**config.mk**
```make
export PLATFORM = sky130hd
export DESIGN_NAME = vbc_mul
export DESIGN_NICKNAME = d
export VERILOG_FILES = /design/src/rtl/vbc_pkg.sv /design/src/rtl/vbc_mul.sv
export SDC_FILE = /design/constraint.sdc
export NUM_CORES = 2
export LEC_CHECK = 0
export BUFFER_PORTS_ARGS = -buffer_cell sky130_fd_sc_hd__buf_2
export CORE_AREA = 2 2 304 306
export DETAILED_ROUTE_END_ITERATION = 10
export DIE_AREA = 0 0 306 308
export GPL_TIMING_DRIVEN = 0
export PLACE_DENSITY = 0.7
export REMOVE_ABC_BUFFERS = 1
export SYNTH_ARGS = -nofsm -noshare
export SYNTH_HDL_FRONTEND = slang
export SYNTH_SLANG_ARGS = --single-unit
export TNS_END_PERCENT = 20
```
**constraint.sdc**
```tcl
create_clock -name clk -period 13.2 [get_ports clk]
set_input_delay 0.66 -clock clk [delete_from_list [all_inputs] [get_ports clk]]
set_output_delay 0.66 -clock clk [all_outputs]
set_load 0.02 [all_outputs]
```
**src/rtl/vbc_pkg.sv**
```systemverilog
// Shared types, widths and helpers for the Verlet bone-chain step block.
// No dependencies; every other file in rtl/ imports this package.
package vbc_pkg;

	localparam int NODE_W     = 8;
	localparam int POS_W      = 32;
	localparam int Q_W        = 16;
	localparam int LEN_W      = 31;
	localparam int CFG_IDX_W  = 3;
	localparam int CFG_DATA_W = 20;
	localparam int MUL_W      = 33;
	localparam int PROD_W     = 2 * MUL_W;
	localparam int VEC_W      = 64;
	localparam int UNIT_W     = 32;
	localparam int QUO_W      = 31;
	localparam int MAG_LIM_B  = 31;
	localparam int VBC_NODES  = 256;

	localparam logic [16:0] ONE_Q16 = 17'd65536;

	// configuration register indexes
	localparam logic [CFG_IDX_W-1:0] CFG_DAMPING   = 3'd0;
	localparam logic [CFG_IDX_W-1:0] CFG_STIFFNESS = 3'd1;
	localparam logic [CFG_IDX_W-1:0] CFG_GRAV_SCL  = 3'd2;
	localparam logic [CFG_IDX_W-1:0] CFG_GRAV_X    = 3'd3;
	localparam logic [CFG_IDX_W-1:0] CFG_GRAV_Y    = 3'd4;
	localparam logic [CFG_IDX_W-1:0] CFG_GRAV_Z    = 3'd5;

	// request codes
	localparam logic [1:0] REQ_LOAD = 2'd0;
	localparam logic [1:0] REQ_INIT = 2'd1;
	localparam logic [1:0] REQ_STEP = 2'd2;

	typedef enum logic [3:0] {
		S_IDLE, S_LOAD, S_INIT, S_READ, S_MUL, S_ACC, S_NORM, S_NWAIT, S_WRITE
	} vbc_state_t;

	typedef enum logic [2:0] {
		N_IDLE, N_SHIFT, N_SQ, N_SQRT, N_DIV, N_DONE
	} vbc_nstate_t;

	// micro-operations of the shared multiplier, in issue order
	typedef enum logic [5:0] {
		OP_DX_V, OP_DX_G, OP_DY_V, OP_DY_G, OP_DZ_V, OP_DZ_G,
		OP_UU_X, OP_UU_Y, OP_UU_Z, OP_WW,
		OP_UV_X, OP_UV_Y, OP_UV_Z,
		OP_CX_A, OP_CX_B, OP_CY_A, OP_CY_B, OP_CZ_A, OP_CZ_B,
		OP_RX_W, OP_RX_U, OP_RX_C, OP_RY_W, OP_RY_U, OP_RY_C,
		OP_RZ_W, OP_RZ_U, OP_RZ_C,
		OP_BX, OP_BY, OP_BZ,
		OP_TX, OP_TY, OP_TZ
	} vbc_op_t;

	function automatic logic signed [POS_W-1:0] sat32(input logic signed [34:0] v);
		if (v > 35'sd2147483647)
			return 32'sh7FFFFFFF;
		else if (v < -35'sd2147483648)
			return 32'sh80000000;
		else
			return $signed(v[POS_W-1:0]);
	endfunction

	function automatic logic signed [Q_W-1:0] sat16(input logic signed [29:0] v);
		if (v > 30'sd32767)
			return 16'sh7FFF;
		else if (v < -30'sd32768)
			return 16'sh8000;
		else
			return $signed(v[Q_W-1:0]);
	endfunction

endpackage

```
**src/rtl/vbc_mul.sv**
```systemverilog
// Registered signed multiplier, instanced once by the sequencer and once by the normaliser.
// Depends on vbc_pkg for operand widths.
module vbc_mul (
	input  logic                               clk,
	input  logic signed [vbc_pkg::MUL_W-1:0]   a,
	input  logic signed [vbc_pkg::MUL_W-1:0]   b,
	output logic signed [vbc_pkg::PROD_W-1:0]  p
);
	import vbc_pkg::*;

	logic signed [PROD_W-1:0] p_q;

	always_ff @(posedge clk) begin
		p_q <= a * b;
	end

	assign p = p_q;

endmodule

```
Yosys cells after proc, flatten, opt, wreduce, memory -nomap -nowiden
Cells that the tools add are included.

operators by class
  multipliers = 1

operators by type and width
  kind            number
  $mul 33x33->66  1

storage, ports and cells
  bits in registers = 66
  bits of input ports = 67
  output and inout port bits = 66
  word-level logic and storage cells = 2

Depth between registers and ports, before layout
  depth in word-level cells = 1
  gate-level depth with buffers = 27
  gate-level depth less buffers = 26

Worst setup path after synthesis
No wires, ideal clock.

  path kind = input port to flip-flop
  start point = input port a[32] (netlist name)
  end point = register p_q[62], in the netlist p[62]
  setup time = 0.079 ns
  data arrival time = 7.817 ns
  required time = 13.121 ns
  path slack = 5.304 ns
  cell stages on the path = 23
  path buffers = 2
  cell sequence = clkbuf_1 nand2_1 inv_1 fa_1 fa_1 fa_1 fa_1 fa_1 fa_1 fa_1 inv_1 fa_1 inv_1 ha_1 clkbuf_1 and3_1 nand3_1 nand2b_1 a2111oi_4 a211oi_4 a21o_2 a21o_1 a211oi_2

between the ends
  cells in the longest elaborated chain, start to end = 1

ends and longest elaborated chain
  item                  line           RTL
  start, declared       vbc_mul.sv:5   input logic signed [vbc_pkg::MUL_W-1:0] a,
  $mul 33x33->66        vbc_mul.sv:14  p_q <= a * b;
  end signal, assigned  vbc_mul.sv:14
  end, declared         vbc_mul.sv:11  logic signed [PROD_W-1:0] p_q;

Every way passes these cells.

Worst setup path in the final report
  start point = input port a[32] (netlist name)
  end point = register p_q[58], in the netlist p[58]

The elaborated chain is that of the path after synthesis.

==> flow_metrics.env <==
export IMPL_status="completed"
export IMPL_areaGrowthSynthToFinish_pct=4.01
export IMPL_drt_vias_per_instance=5.25
export IMPL_cp_end_kind="register"
export IMPL_cts_tree="yes"
export IMPL_cts_repair_resized=0
export IMPL_firstDrtPassIters=5
export IMPL_post_cts_buffers=0
export IMPL_hold_depth=2
export IMPL_async_flop_share=0
export IMPL_clock_path_buffers=2
export IMPL_synth_distinct_cells=80
export IMPL_drc=0
export IMPL_crit_chain="buf_2 > nand2_1 > inv_1 > fa_1 > fa_1 > fa_1 > fa_1 > fa_1 > fa_1 > fa_1 > inv_1 > fa_1 > inv_1 > ha_1 > and3_1 > nand3_1 > nand2b_1 > a2111oi_4 > a211oi_4 > a21oi_2 > nor4b_2 > a311oi_1"
export IMPL_syn_inst=4338
export IMPL_period_share=0.684
export IMPL_grt_antenna_before_repair=13
export IMPL_drv_slew=0
export IMPL_crit_slowest_cell="fa_1"
export IMPL_post_route_util=0.466
export IMPL_port_buffers=132
export IMPL_start_kind="input pin"
export IMPL_multi_input_area_sq_um=34300
export IMPL_dp_cells=5435
export IMPL_cpPeakStageDelay_ps=1400
export IMPL_post_dp_hpwl_mm=81.1
export IMPL_clock_sinks=66
export IMPL_cp_common_cell="fa_1"
export IMPL_hold_viol=0
export IMPL_path_clk_slew_ps=70
export IMPL_synth_seq_area_share=0.0324
export IMPL_timing_fmax_mhz=111
export IMPL_ys_flop_type="dfxtp_1"
export IMPL_place_gp_congestion=0.912
export IMPL_initial_core_util=0.448
export IMPL_wl_per_cell_um=19.3
export IMPL_wl_mm=105
export IMPL_ff_latch_area_sq_um=1320
export IMPL_grt_max_degree=34
export IMPL_synth_edf_count=0
export IMPL_nets=5690
export IMPL_avgSynthCellArea_sq_um=9.39
export IMPL_num_fill_cells=8506
export IMPL_hold_path_class="in2reg"
export IMPL_grt_ovfl_total=0
export IMPL_layout_cells_non_filler=5454
export IMPL_dieArea_sq_um=94200
export IMPL_ys_seq_elements=66
export IMPL_design_core_area_sq_um=91000
export IMPL_finalSetupTns_ps=0
export IMPL_cp_required_ps=13490
export IMPL_cp_data_arrival_time_ps=9310
export IMPL_drt_antenna_violating_nets=0
export IMPL_vias=28600
export IMPL_die_h_um=308
export IMPL_cts_htree_levels=3
export IMPL_critPathMaxFanout=33
export IMPL_final_setup_viol_count=0
export IMPL_grt_pass1_wl_mm=173
export IMPL_syn_cell_area_sq_um=40700
export IMPL_ios=133
export IMPL_worst_pin_slew_ps=1370
export IMPL_drive_gt1_frac=0.0436
export IMPL_cts_buffers=9
export IMPL_rows=111
export IMPL_grt_use_total=0.237
export IMPL_cts_hold_buf=0
export IMPL_rsz0062_at_grt="false"
export IMPL_grt_pass1_vias=31600
export IMPL_ys_warn_count=0
export IMPL_maxSlewHeadroom=0.0835
export IMPL_die_x_um=306
export IMPL_drt_initial_drc_count=1703
export IMPL_clockRootBuffer="clkbuf_16"
export IMPL_largest_reg_flops=66
export IMPL_finalCriticalPeriod_ps=9020
export IMPL_cap_violations=0
export IMPL_criticalPathCategory="in2reg"
## layout by cell type (no fill, tap or decap), types with 3 or more instances in the layout
master / netlist / routed
a211o_1: 6 / 6
a211oi_1: 7 / 7
a211oi_2: 3 / 3
a21o_1: 36 / 36
a21oi_1: 57 / 57
a21oi_2: 3 / 3
a31oi_1: 8 / 8
and2_1: 562 / 562
and3_1: 5 / 5
and4_1: 5 / 5
buf_2: 11 / 132
clkbuf_16: 0 / 9
dfxtp_1: 66 / 66
fa_1: 1145 / 1145
ha_1: 217 / 217
inv_1: 1131 / 1130
nand2_1: 551 / 551
nand2b_1: 12 / 12
nand3_1: 25 / 25
nand4_1: 11 / 11
nor2_1: 68 / 68
nor2b_1: 5 / 5
nor3_1: 7 / 7
o211ai_1: 4 / 4
o21a_1: 6 / 6
o21ai_0: 25 / 25
o21ai_1: 6 / 6
o21bai_1: 11 / 11
o31ai_4: 3 / 3
or2_2: 3 / 3
or3_1: 3 / 3
xnor2_1: 43 / 43
xor2_1: 25 / 25
## metrics by stage
step,hold WS (ps),worst slack (ps),instance area [sq um]
6_report,918,4180,42400
4_1_cts,905,4170,42300
5_1_grt,924,3660,42400
3_3_place_gp,1080,3810,42000
3_5_place_dp,1080,3800,42000
2_1_floorplan,782,5660,39900
## Yosys cell counts (6+ instances only)
library cell | count | area, sq um
nor3_1 | 7 | 35.0
o21a_1 | 6 | 45.0
nand2b_1 | 12 | 75.1
ha_1 | 217 | 2720
nand2_1 | 551 | 2070
buf_2 | 11 | 55.1
o21ai_0 | 25 | 125
clkbuf_1 | 208 | 781
o21ai_1 | 6 | 30.0
a21o_1 | 36 | 270
a31oi_1 | 8 | 50.1
inv_1 | 1131 | 4250
a21oi_1 | 57 | 285
a211oi_1 | 7 | 52.6
and2_1 | 562 | 3520
o21bai_1 | 11 | 82.6
a211o_1 | 6 | 52.6
nor2_1 | 68 | 255
xnor2_1 | 43 | 377
fa_1 | 1145 | 22900
dfxtp_1 | 66 | 1320
nand4_1 | 11 | 68.8
nand3_1 | 25 | 125
xor2_1 | 25 | 219
## cells by family (layout without fill, tap and decap cells)
group	after synthesis	in the layout	share of synthesized area
buf+inv	1352	1280	0.125
compound gates	219	219	0.0407
xor+xnor	68	68	0.0146
fa+ha+maj	1362	1362	0.629
simple gates	1271	1271	0.158
other cells	0	2	0
flops	66	66	0.0324
## routing by layer
metal | global-route usage | wire, um | up-vias
li1 | - | - | 12200
met1 | 0.312 | 41400 | 15000
met2 | 0.398 | 51200 | 1189
met3 | 0.0436 | 8890 | 272
met4 | 0.0741 | 3820 | 16
met5 | 0 | 95 | -
## path summary, 6_finish.rpt
path	slack (ps)	endpoint	startpoint
setup / recovery	4180	p[58]$_DFF_P_	a[32]
hold / removal	920	p[0]$_DFF_P_	b[0]
## critical path: cells and delay by family
| kind | cells | cell delay, ps |
|---|---|---|
| adders and majority gates | 9 | 5810 |
| AOI/OAI and AO/OA | 4 | 1070 |
| and+or+nand+nor | 5 | 860 |
| buffers and inverters | 4 | 840 |
## area by class of cell
type | count | area share
flip-flops and latches | 66 | 0.0312
repair buffers | 133 | 0.0161
multi-input cells | 2920 | 0.810
clock inverters | 5 | 0.00142
clock buffers | 11 | 0.00597
inverters | 1131 | 0.100
well taps | 1186 | 0.0350
diodes | 2 | 0.000118
Power is left out: the tool's default activity adds up to more than one toggle a clock period on the data nets, which glitch-free logic cannot reach.
