File: config.mk
export PLATFORM = sky130hd
export DESIGN_NAME = vbc_norm
export DESIGN_NICKNAME = d
export VERILOG_FILES = /design/src/rtl/vbc_pkg.sv /design/src/rtl/vbc_mul.sv /design/src/rtl/vbc_norm.sv
export SDC_FILE = /design/constraint.sdc
export NUM_CORES = 2
export LEC_CHECK = 0
export ABC_CLOCK_PERIOD_IN_PS = 21000
export BUFFER_PORTS_ARGS = -buffer_cell sky130_fd_sc_hd__buf_2
export CORE_MARGIN = 2
export CORE_UTILIZATION = 55
export CTS_CLUSTER_DIAMETER = 80
export DETAILED_ROUTE_END_ITERATION = 6
export HOLD_SLACK_MARGIN = 0.08
export PLACE_DENSITY_LB_ADDON = 0.2
export REMOVE_ABC_BUFFERS = 1
export SLEW_MARGIN = 20
export SYNTH_ARGS = -nofsm -noshare
export SYNTH_HDL_FRONTEND = slang
export SYNTH_SLANG_ARGS = --single-unit
File: constraint.sdc
create_clock -name clk -period 21 [get_ports clk]
set_input_delay 3.15 -clock clk [delete_from_list [all_inputs] [get_ports clk]]
set_output_delay 3.15 -clock clk [all_outputs]
set_load 0.03 [all_outputs]
File: src/rtl/vbc_pkg.sv
// Shared types, widths and helpers for the Verlet bone-chain step block.
// No dependencies; every other file in rtl/ imports this package.
package vbc_pkg;

	localparam int NODE_W     = 8;
	localparam int POS_W      = 32;
	localparam int Q_W        = 16;
	localparam int LEN_W      = 31;
	localparam int CFG_IDX_W  = 3;
	localparam int CFG_DATA_W = 20;
	localparam int MUL_W      = 33;
	localparam int PROD_W     = 2 * MUL_W;
	localparam int VEC_W      = 64;
	localparam int UNIT_W     = 32;
	localparam int QUO_W      = 31;
	localparam int MAG_LIM_B  = 31;
	localparam int VBC_NODES  = 256;

	localparam logic [16:0] ONE_Q16 = 17'd65536;

	// configuration register indexes
	localparam logic [CFG_IDX_W-1:0] CFG_DAMPING   = 3'd0;
	localparam logic [CFG_IDX_W-1:0] CFG_STIFFNESS = 3'd1;
	localparam logic [CFG_IDX_W-1:0] CFG_GRAV_SCL  = 3'd2;
	localparam logic [CFG_IDX_W-1:0] CFG_GRAV_X    = 3'd3;
	localparam logic [CFG_IDX_W-1:0] CFG_GRAV_Y    = 3'd4;
	localparam logic [CFG_IDX_W-1:0] CFG_GRAV_Z    = 3'd5;

	// request codes
	localparam logic [1:0] REQ_LOAD = 2'd0;
	localparam logic [1:0] REQ_INIT = 2'd1;
	localparam logic [1:0] REQ_STEP = 2'd2;

	typedef enum logic [3:0] {
		S_IDLE, S_LOAD, S_INIT, S_READ, S_MUL, S_ACC, S_NORM, S_NWAIT, S_WRITE
	} vbc_state_t;

	typedef enum logic [2:0] {
		N_IDLE, N_SHIFT, N_SQ, N_SQRT, N_DIV, N_DONE
	} vbc_nstate_t;

	// micro-operations of the shared multiplier, in issue order
	typedef enum logic [5:0] {
		OP_DX_V, OP_DX_G, OP_DY_V, OP_DY_G, OP_DZ_V, OP_DZ_G,
		OP_UU_X, OP_UU_Y, OP_UU_Z, OP_WW,
		OP_UV_X, OP_UV_Y, OP_UV_Z,
		OP_CX_A, OP_CX_B, OP_CY_A, OP_CY_B, OP_CZ_A, OP_CZ_B,
		OP_RX_W, OP_RX_U, OP_RX_C, OP_RY_W, OP_RY_U, OP_RY_C,
		OP_RZ_W, OP_RZ_U, OP_RZ_C,
		OP_BX, OP_BY, OP_BZ,
		OP_TX, OP_TY, OP_TZ
	} vbc_op_t;

	function automatic logic signed [POS_W-1:0] sat32(input logic signed [34:0] v);
		if (v > 35'sd2147483647)
			return 32'sh7FFFFFFF;
		else if (v < -35'sd2147483648)
			return 32'sh80000000;
		else
			return $signed(v[POS_W-1:0]);
	endfunction

	function automatic logic signed [Q_W-1:0] sat16(input logic signed [29:0] v);
		if (v > 30'sd32767)
			return 16'sh7FFF;
		else if (v < -30'sd32768)
			return 16'sh8000;
		else
			return $signed(v[Q_W-1:0]);
	endfunction

endpackage

File: src/rtl/vbc_mul.sv
// Registered signed multiplier, instanced once by the sequencer and once by the normaliser.
// Depends on vbc_pkg for operand widths.
module vbc_mul (
	input  logic                               clk,
	input  logic signed [vbc_pkg::MUL_W-1:0]   a,
	input  logic signed [vbc_pkg::MUL_W-1:0]   b,
	output logic signed [vbc_pkg::PROD_W-1:0]  p
);
	import vbc_pkg::*;

	logic signed [PROD_W-1:0] p_q;

	always_ff @(posedge clk) begin
		p_q <= a * b;
	end

	assign p = p_q;

endmodule

File: src/rtl/vbc_norm.sv
// Iterative vector normaliser: range shift, sum of squares, bit-serial root,
// three-lane restoring divide. Depends on vbc_pkg and vbc_mul.
module vbc_norm (
	input  logic                               clk,
	input  logic                               arst_n,
	input  logic                               start,
	input  logic signed [vbc_pkg::VEC_W-1:0]   vec  [3],
	output logic                               done,
	output logic signed [vbc_pkg::UNIT_W-1:0]  unit [3]
);
	import vbc_pkg::*;

	vbc_nstate_t              nstate_q, nstate_nx;
	logic [VEC_W-1:0]         mag_q [3];
	logic                     neg_q [3];
	logic [4:0]               cnt_q;
	logic [VEC_W-1:0]         x_q, res_q, bit_q;
	logic [UNIT_W-1:0]        rem_q [3];
	logic [QUO_W-1:0]         quo_q [3];

	logic                     big;
	logic signed [MUL_W-1:0]  sq_a;
	logic signed [PROD_W-1:0] sq_p;
	logic [VEC_W-1:0]         rt_t;
	logic                     rt_ge;
	logic [UNIT_W:0]          dv_t  [3];
	logic                     dv_ge [3];
	logic [UNIT_W-1:0]        len_w;

	vbc_mul u_sq (.clk(clk), .a(sq_a), .b(sq_a), .p(sq_p));

	assign big   = (|mag_q[0][VEC_W-1:MAG_LIM_B]) | (|mag_q[1][VEC_W-1:MAG_LIM_B])
		| (|mag_q[2][VEC_W-1:MAG_LIM_B]);
	assign len_w = res_q[UNIT_W-1:0];
	assign rt_t  = res_q + bit_q;
	assign rt_ge = (x_q >= rt_t);

	always_comb begin
		case (cnt_q[1:0])
			2'd0:    sq_a = $signed(MUL_W'(mag_q[0][MAG_LIM_B-1:0]));
			2'd1:    sq_a = $signed(MUL_W'(mag_q[1][MAG_LIM_B-1:0]));
			2'd2:    sq_a = $signed(MUL_W'(mag_q[2][MAG_LIM_B-1:0]));
			default: sq_a = '0;
		endcase
	end

	always_comb begin
		for (int i = 0; i < 3; i++) begin
			dv_t[i]  = {rem_q[i], (cnt_q == 5'd0) ? mag_q[i][0] : 1'b0};
			dv_ge[i] = (dv_t[i] >= {1'b0, len_w});
		end
	end

	// next state
	always_comb begin
		nstate_nx = nstate_q;
		case (nstate_q)
			N_IDLE:  if (start) nstate_nx = N_SHIFT;
			N_SHIFT: if (!big) nstate_nx = N_SQ;
			N_SQ:    if (cnt_q == 5'd3) nstate_nx = N_SQRT;
			N_SQRT:  if (bit_q[0]) nstate_nx = N_DIV;
			N_DIV:   if (cnt_q == 5'(QUO_W - 1)) nstate_nx = N_DONE;
			N_DONE:  nstate_nx = N_IDLE;
			default: nstate_nx = N_IDLE;
		endcase
	end

	// outputs
	always_comb begin
		done = (nstate_q == N_DONE);
		for (int i = 0; i < 3; i++) begin
			if (len_w == '0)
				unit[i] = '0;
			else if (neg_q[i])
				unit[i] = -$signed({1'b0, quo_q[i]});
			else
				unit[i] = $signed({1'b0, quo_q[i]});
		end
	end

	always_ff @(posedge clk or negedge arst_n) begin
		if (!arst_n) begin
			nstate_q <= N_IDLE;
			cnt_q    <= '0;
		end else begin
			nstate_q <= nstate_nx;
			case (nstate_q)
				N_SQ:    cnt_q <= (cnt_q == 5'd3) ? 5'd0 : cnt_q + 5'd1;
				N_DIV:   cnt_q <= cnt_q + 5'd1;
				default: cnt_q <= '0;
			endcase
		end
	end

	always_ff @(posedge clk) begin
		case (nstate_q)
			N_IDLE: begin
				if (start) begin
					for (int i = 0; i < 3; i++) begin
						mag_q[i] <= vec[i][VEC_W-1] ? VEC_W'(-vec[i]) : VEC_W'(vec[i]);
						neg_q[i] <= vec[i][VEC_W-1];
					end
				end
			end
			N_SHIFT: begin
				if (big) begin
					for (int i = 0; i < 3; i++)
						mag_q[i] <= mag_q[i] >> 1;
				end
			end
			N_SQ: begin
				if (cnt_q == 5'd1)
					x_q <= VEC_W'(sq_p);
				else if (cnt_q != 5'd0)
					x_q <= x_q + VEC_W'(sq_p);
				res_q <= '0;
				bit_q <= VEC_W'(1) << 62;
			end
			N_SQRT: begin
				if (rt_ge) begin
					x_q   <= x_q - rt_t;
					res_q <= (res_q >> 1) + bit_q;
				end else begin
					res_q <= res_q >> 1;
				end
				bit_q <= bit_q >> 2;
				for (int i = 0; i < 3; i++)
					rem_q[i] <= UNIT_W'(mag_q[i][MAG_LIM_B-1:1]);
			end
			N_DIV: begin
				for (int i = 0; i < 3; i++) begin
					if (dv_ge[i]) begin
						rem_q[i] <= UNIT_W'(dv_t[i] - {1'b0, len_w});
						quo_q[i] <= {quo_q[i][QUO_W-2:0], 1'b1};
					end else begin
						rem_q[i] <= dv_t[i][UNIT_W-1:0];
						quo_q[i] <= {quo_q[i][QUO_W-2:0], 1'b0};
					end
				end
			end
			default: ;
		endcase
	end

endmodule

-- After elaboration in Yosys (flattened, before gate mapping)
Memory sizes are Yosys's and may differ from the RTL's.
Cells that the tools add are included.
- divide/modulo/power cells: 0
- order comparisons: 4
- multiply operators: 1
- reduce and logical (&&, ||, !) cells: 11
- shift-type cells: 0
- add/subtract/negate cells: 14
- mux-type cells: 66
- bitwise operators: 14
- eq/ne operators: 17
- operators with widths (cell ; count):
    $mux 64 ; 10
    $mux 32 ; 12
    $pmux 64 s2 ; 3
    $neg 64->64 ; 3
    $ge 33x32->1 ; 3
    $reduce_or 33->1 ; 3
    $neg 31->32 ; 3
    $sub 32x32->32 ; 3
    $mux 31 ; 3
    $pmux 31 s3 ; 1
    $add 63x64->64 ; 1
    $add 64x62->64 ; 1
    $add 64x64->64 ; 1
    $ge 64x64->1 ; 1
    $sub 64x64->64 ; 1
    $mul 31x31->62 ; 1
    $logic_not 32->1 ; 1
    $mux 1 ; 29
    $mux 3 ; 5
    $pmux 3 s5 ; 1
    $or 1x1->1 ; 14
    $ne 2x2->1 const B ; 6
    $pmux 5 s2 ; 1
    $eq 3x2->1 const B ; 2
    other kinds (17) ; 18
- memories: 4
- flip-flop bits (word level): 262
- output and inout bits: 97
- input bits: 195
- RAM bits: 384
- ROM bits: 0
- latch bits: 0
- memories (name ; words ; width ; read ports ; clocked after Yosys merged registers in ; wr ports ; line ; RTL):
    mag_q ; 3 ; 64 ; 3 ; 0 ; 3 ; vbc_norm.sv:14 ; logic [VEC_W-1:0] mag_q [3];
    rem_q ; 3 ; 32 ; 3 ; 0 ; 3 ; vbc_norm.sv:18 ; logic [UNIT_W-1:0] rem_q [3];
    quo_q ; 3 ; 31 ; 3 ; 0 ; 3 ; vbc_norm.sv:19 ; logic [QUO_W-1:0] quo_q [3];
    neg_q ; 3 ; 1 ; 3 ; 0 ; 3 ; vbc_norm.sv:15 ; logic neg_q [3];

-- Depth between registers and ports, before layout
- depth in word-level cells: 8
- depth in mapped cells: 39
- depth with buffers taken out: 35

-- By module
Synthesis repeated with hierarchy kept, for this count alone.
- cells, all modules: 9920
- area total of the unflattened synthesis: 88316.0 um^2
- modules (own cells, without submodules) (module ; area an instance (um^2) ; times used ; cells each):
    vbc_norm ; 47845.9 ; 1 ; 5578
    vbc_mul ; 40470.1 ; 1 ; 4342

-- Worst setup path before layout
OpenSTA, ideal clock, no wires.
- kind: register -> register
- from: register cnt_q[1]
- to: register u_sq.p_q[61] (netlist: u_sq.p[61])
- library setup time: 121 ps
- arrival: 8973 ps
- data required time: 20879 ps
- period minus slack after synthesis: 9094 ps
- cell stages (with the launch flop): 32
- path slack: 11906 ps
- path through: dfrtp_1 > inv_1 > ha_1 > clkbuf_1 > clkbuf_1 > clkbuf_1 > a22oi_1 > nand2_1 > clkbuf_1 > nand2_1 > fa_1 > inv_1 > fa_1 > fa_1 > inv_1 > fa_1 > inv_1 > fa_1 > fa_1 > fa_1 > fa_1 > ha_1 > and2_1 > nand3_1 > a2111oi_0 > a21oi_1 > o41ai_1 > a31oi_1 > or3_1 > o31ai_1 > a21oi_1 > xnor2_1
- longest elaborated chain between the ends: 3
- ends and longest elaborated chain (item ; line ; RTL):
    start, declared ; vbc_norm.sv:16 ; logic [4:0] cnt_q;
    start signal, assigned ; vbc_norm.sv:88 ; N_SQ: cnt_q <= (cnt_q == 5'd3) ? 5'd0 : cnt_q + 5'd1;
    start signal, assigned ; vbc_norm.sv:89 ; N_DIV: cnt_q <= cnt_q + 5'd1;
    $eq 2x2->1, or another cell as far along ; vbc_norm.sv:39 ; case (cnt_q[1:0])
    $pmux 31 s3 * ; vbc_norm.sv:39 ;
    $mul 31x31->62 * ; vbc_mul.sv:14 ; p_q <= a * b;
    end signal, assigned ; vbc_mul.sv:14 ;
    end, declared ; vbc_mul.sv:11 ; logic signed [PROD_W-1:0] p_q;
Every way passes the cells marked *; elsewhere a longest branch is shown, timed or not.
A chain may end at the register's enable or synchronous reset.

-- Worst setup path after layout
- from: register cnt_q[1]
- to: register u_sq.p_q[55] (netlist: u_sq.p[55])
Same word-level chain as after synthesis.

==> flow_metrics.tcl <==
set metrics [dict create \
    cts_hold_buffers 0 \
    ctsResizeCount 0 \
    place_inst 10100 \
    min_path_type "reg2reg" \
    hold_viol 0 \
    grt_max_degree 259 \
    fin_setup_tns_ns 0 \
    final_nets 9925 \
    drv_cap 0 \
    die_height_um 371 \
    num_rows 134 \
    finalClockSkew_ns 0.0403 \
    rsz0062_at_grt "no" \
    overflow 0 \
    final-setup-viol-count 0 \
    ys.flop_type "edfxtp_1" \
    fp.dieW_um 371 \
    critPathKind "reg2reg" \
    start_kind "flip-flop" \
    place_congestion 1.05 \
    cp_max_fo 19 \
    syn-cell-area_um2 74200 \
    ys_seq_area_share_pct 23.9 \
    cts.path.max_buffers 3 \
    cts.reportedPaths.clkPinSlew_ns 0.06 \
    fillers 11900 \
    holdPathEnd "quo_q[2][0]$_SDFFE_PP0P_" \
    clock_sinks 613 \
    max_freq_mhz 86.4 \
    async_reset_ff_share_pct 1.31 \
    root_buffer "clkbuf_16" \
    relSlewSlack_pct 25.8 \
    dieArea_um2 138000 \
    yosysWarnings 0 \
    drv_slew 0 \
    end_kind "flip-flop" \
    io_pins 292 \
    slowest_stage "nor2_1" \
    wirelength_um 247000 \
    antenna_found_initial 33 \
    insertion_delay_ns 0.69 \
    grt_pass1_wl_um 373000 \
    cpPeakStageDelay_ns 0.88 \
    tightest_slew_ns 1.11 \
    grt_pass1_vias 61700 \
    area_delta_synth_final_pct 7.42 \
    synth_enable_flop_cells 543 \
    hpwlAfterDp_um 197000 \
    drt_iter0_markers 6821 \
    grt_use_total_pct 35.7 \
    wl_per_cell_um 24.0 \
    ys_types 88 \
    avgSynthCellArea_um2 8.92 \
    cts_made_buffers 74 \
    whs_path_depth 2 \
    viasPerCell 6.11 \
    timing.final.crit_share_pct 55.1 \
    htree_levels 3 \
    status "finished clean" \
    finalNonFillerCells 10300 \
    cts_tree "done" \
    vias 62800 \
    synth.area.top_cells "edfxtp_1 (22%), fa_1 (20%), ha_1 (9.4%)" \
    synth_seq_cells 613 \
    drc 0 \
    fin_crit_ns 11.58 \
    r2r_end "u_sq.p[55]$_DFF_P_" \
    crit_arrival_ns 12.12 \
    synth_top_area_cell "edfxtp_1" \
    yosys-top-cells-count "inv_1 (1061), nand2_1 (956), fa_1 (752)" \
    worst_ep_required_time_ns 21.54 \
    io_buffers 291 \
    drive_gt1_share_pct 6.66 \
    synth_top_area_share_pct 22.0 \
    floorplan.initialDensity_pct 55.5 \
    worst_hold_startpoint "quo_q[2][0]$_SDFFE_PP0P_" \
    synthCells 8324 \
    r2r_cells 32 \
    synth.most_common_cell "inv_1" \
    r2r-start "cnt_q[1]$_DFF_PN0_" \
    ant_nets 0 \
    postCtsSetupBuffers 0 \
    core_um2 134000 \
    firstDrtPassIters 6 \
    r2r_setup_slack_ns 9.42 \
]
## per-stage QoR
stage	hold WS (ns)	setup slack, ns	area, um2	utilization [%]
floorplan	0.447	4.56	73000	-
global placement	0.471	10.03	77300	57.7
detailed placement	0.482	9.68	77300	57.7
CTS	0.495	9.63	79700	59.6
global route	0.523	8.93	79800	59.6
finish	0.491	9.42	79800	59.6
## placed cells by master, fill, tap and decap left out, types with 25 or more instances in the layout
| cell type | netlist | final |
|---|---|---|
| or2_2 | 28 | 26 |
| clkbuf_16 | 0 | 75 |
| ha_1 | 556 | 555 |
| edfxtp_1 | 543 | 543 |
| o21ai_0 | 586 | 586 |
| or4_1 | 46 | 46 |
| or3_1 | 71 | 71 |
| o211ai_1 | 25 | 25 |
| xnor2_1 | 241 | 241 |
| nor2_1 | 660 | 659 |
| nand2b_1 | 67 | 67 |
| nand3_1 | 97 | 97 |
| nand4_1 | 92 | 92 |
| xor2_1 | 409 | 409 |
| dfxtp_1 | 62 | 62 |
| a21o_1 | 183 | 183 |
| a211oi_1 | 94 | 94 |
| o41ai_1 | 50 | 50 |
| buf_4 | 0 | 66 |
| buf_2 | 5 | 291 |
| o21bai_1 | 54 | 54 |
| a21oi_1 | 389 | 387 |
| nor4_1 | 54 | 54 |
| fa_1 | 752 | 752 |
| inv_1 | 1061 | 1058 |
| a31oi_1 | 90 | 89 |
| nor3_1 | 91 | 91 |
| nor2b_1 | 62 | 61 |
| and3_1 | 83 | 83 |
| o31ai_1 | 102 | 101 |
| o21a_1 | 42 | 42 |
| mux2i_1 | 71 | 71 |
| and2_1 | 80 | 79 |
| a22oi_1 | 44 | 44 |
| nand2_1 | 956 | 956 |
## registers in the layout, indices dropped and copies added (netlist names)
register  cells
mag_q       192
rem_q        96
quo_q        93
res_q        64
x_q          64
u_sq.p       61
bit_q        32
cnt_q         5
neg_q         3
nstate_q      3
## area by class of cell
class,count,area (um2),share of cell area (%)
antenna,20,50.0,0.0628
clock buffer,91,1950,2.44
clock inverter,42,495,0.621
inverter,1068,4010,5.03
multi-input combinational,6307,51300,64.3
sequential,613,17700,22.3
tap,1768,2210,2.77
timing repair buffer,358,1970,2.47
## critical path, delay by kind of cell (launching register included)
kind,cells,cell delay [ns]
AOI/OAI and AO/OA,8,2.60
xor gates and xnor gates,1,0.15
adders and majority gates,10,4.37
buffers and inverters,7,1.42
DFF,1,0.41
and+or+nand+nor,6,2.47
## how the worst max path moves through the flow
stage,startpoint,endpoint,slack [ns],depth (start not counted)
after floorplan,nstate_q[0]$_DFFE_PN0P_,mag_q[0][0]$_DFFE_PP_,4.56,3
after global placement,cnt_q[1]$_DFF_PN0_,u_sq.p[55]$_DFF_P_,10.03,31
after detailed placement,cnt_q[1]$_DFF_PN0_,u_sq.p[55]$_DFF_P_,9.68,31
after CTS,cnt_q[1]$_DFF_PN0_,u_sq.p[55]$_DFF_P_,9.63,32
after global routing,cnt_q[1]$_DFF_PN0_,u_sq.p[61]$_DFF_P_,8.93,33
final,cnt_q[1]$_DFF_PN0_,u_sq.p[55]$_DFF_P_,9.42,32
## kinds of logic (layout without fill, tap and decap cells)
family          Yosys count  in the layout  synth area share [%]
compound gates         1820           1820                  15.4
simple gates           2442           2442                  15.1
buf+inv                1404           1559                  7.11
xor+xnor                650            650                  7.67
flops                   613            613                  23.9
other cells               0             20                     0
fa+ha+maj              1308           1308                  29.6
mux                      87             87                  1.20
## layer usage
layer | track usage (%) | wire length [um] | vias to the layer above
li1 | - | - | 28600
met1 | 47.8 | 98900 | 30500
met2 | 55.1 | 109000 | 3023
met3 | 7.42 | 24300 | 644
met4 | 17.9 | 14700 | 16
met5 | 0 | 102 | -
Power is left out: the tool's default activity adds up to more than one toggle a clock period on the data nets, which glitch-free logic cannot reach.
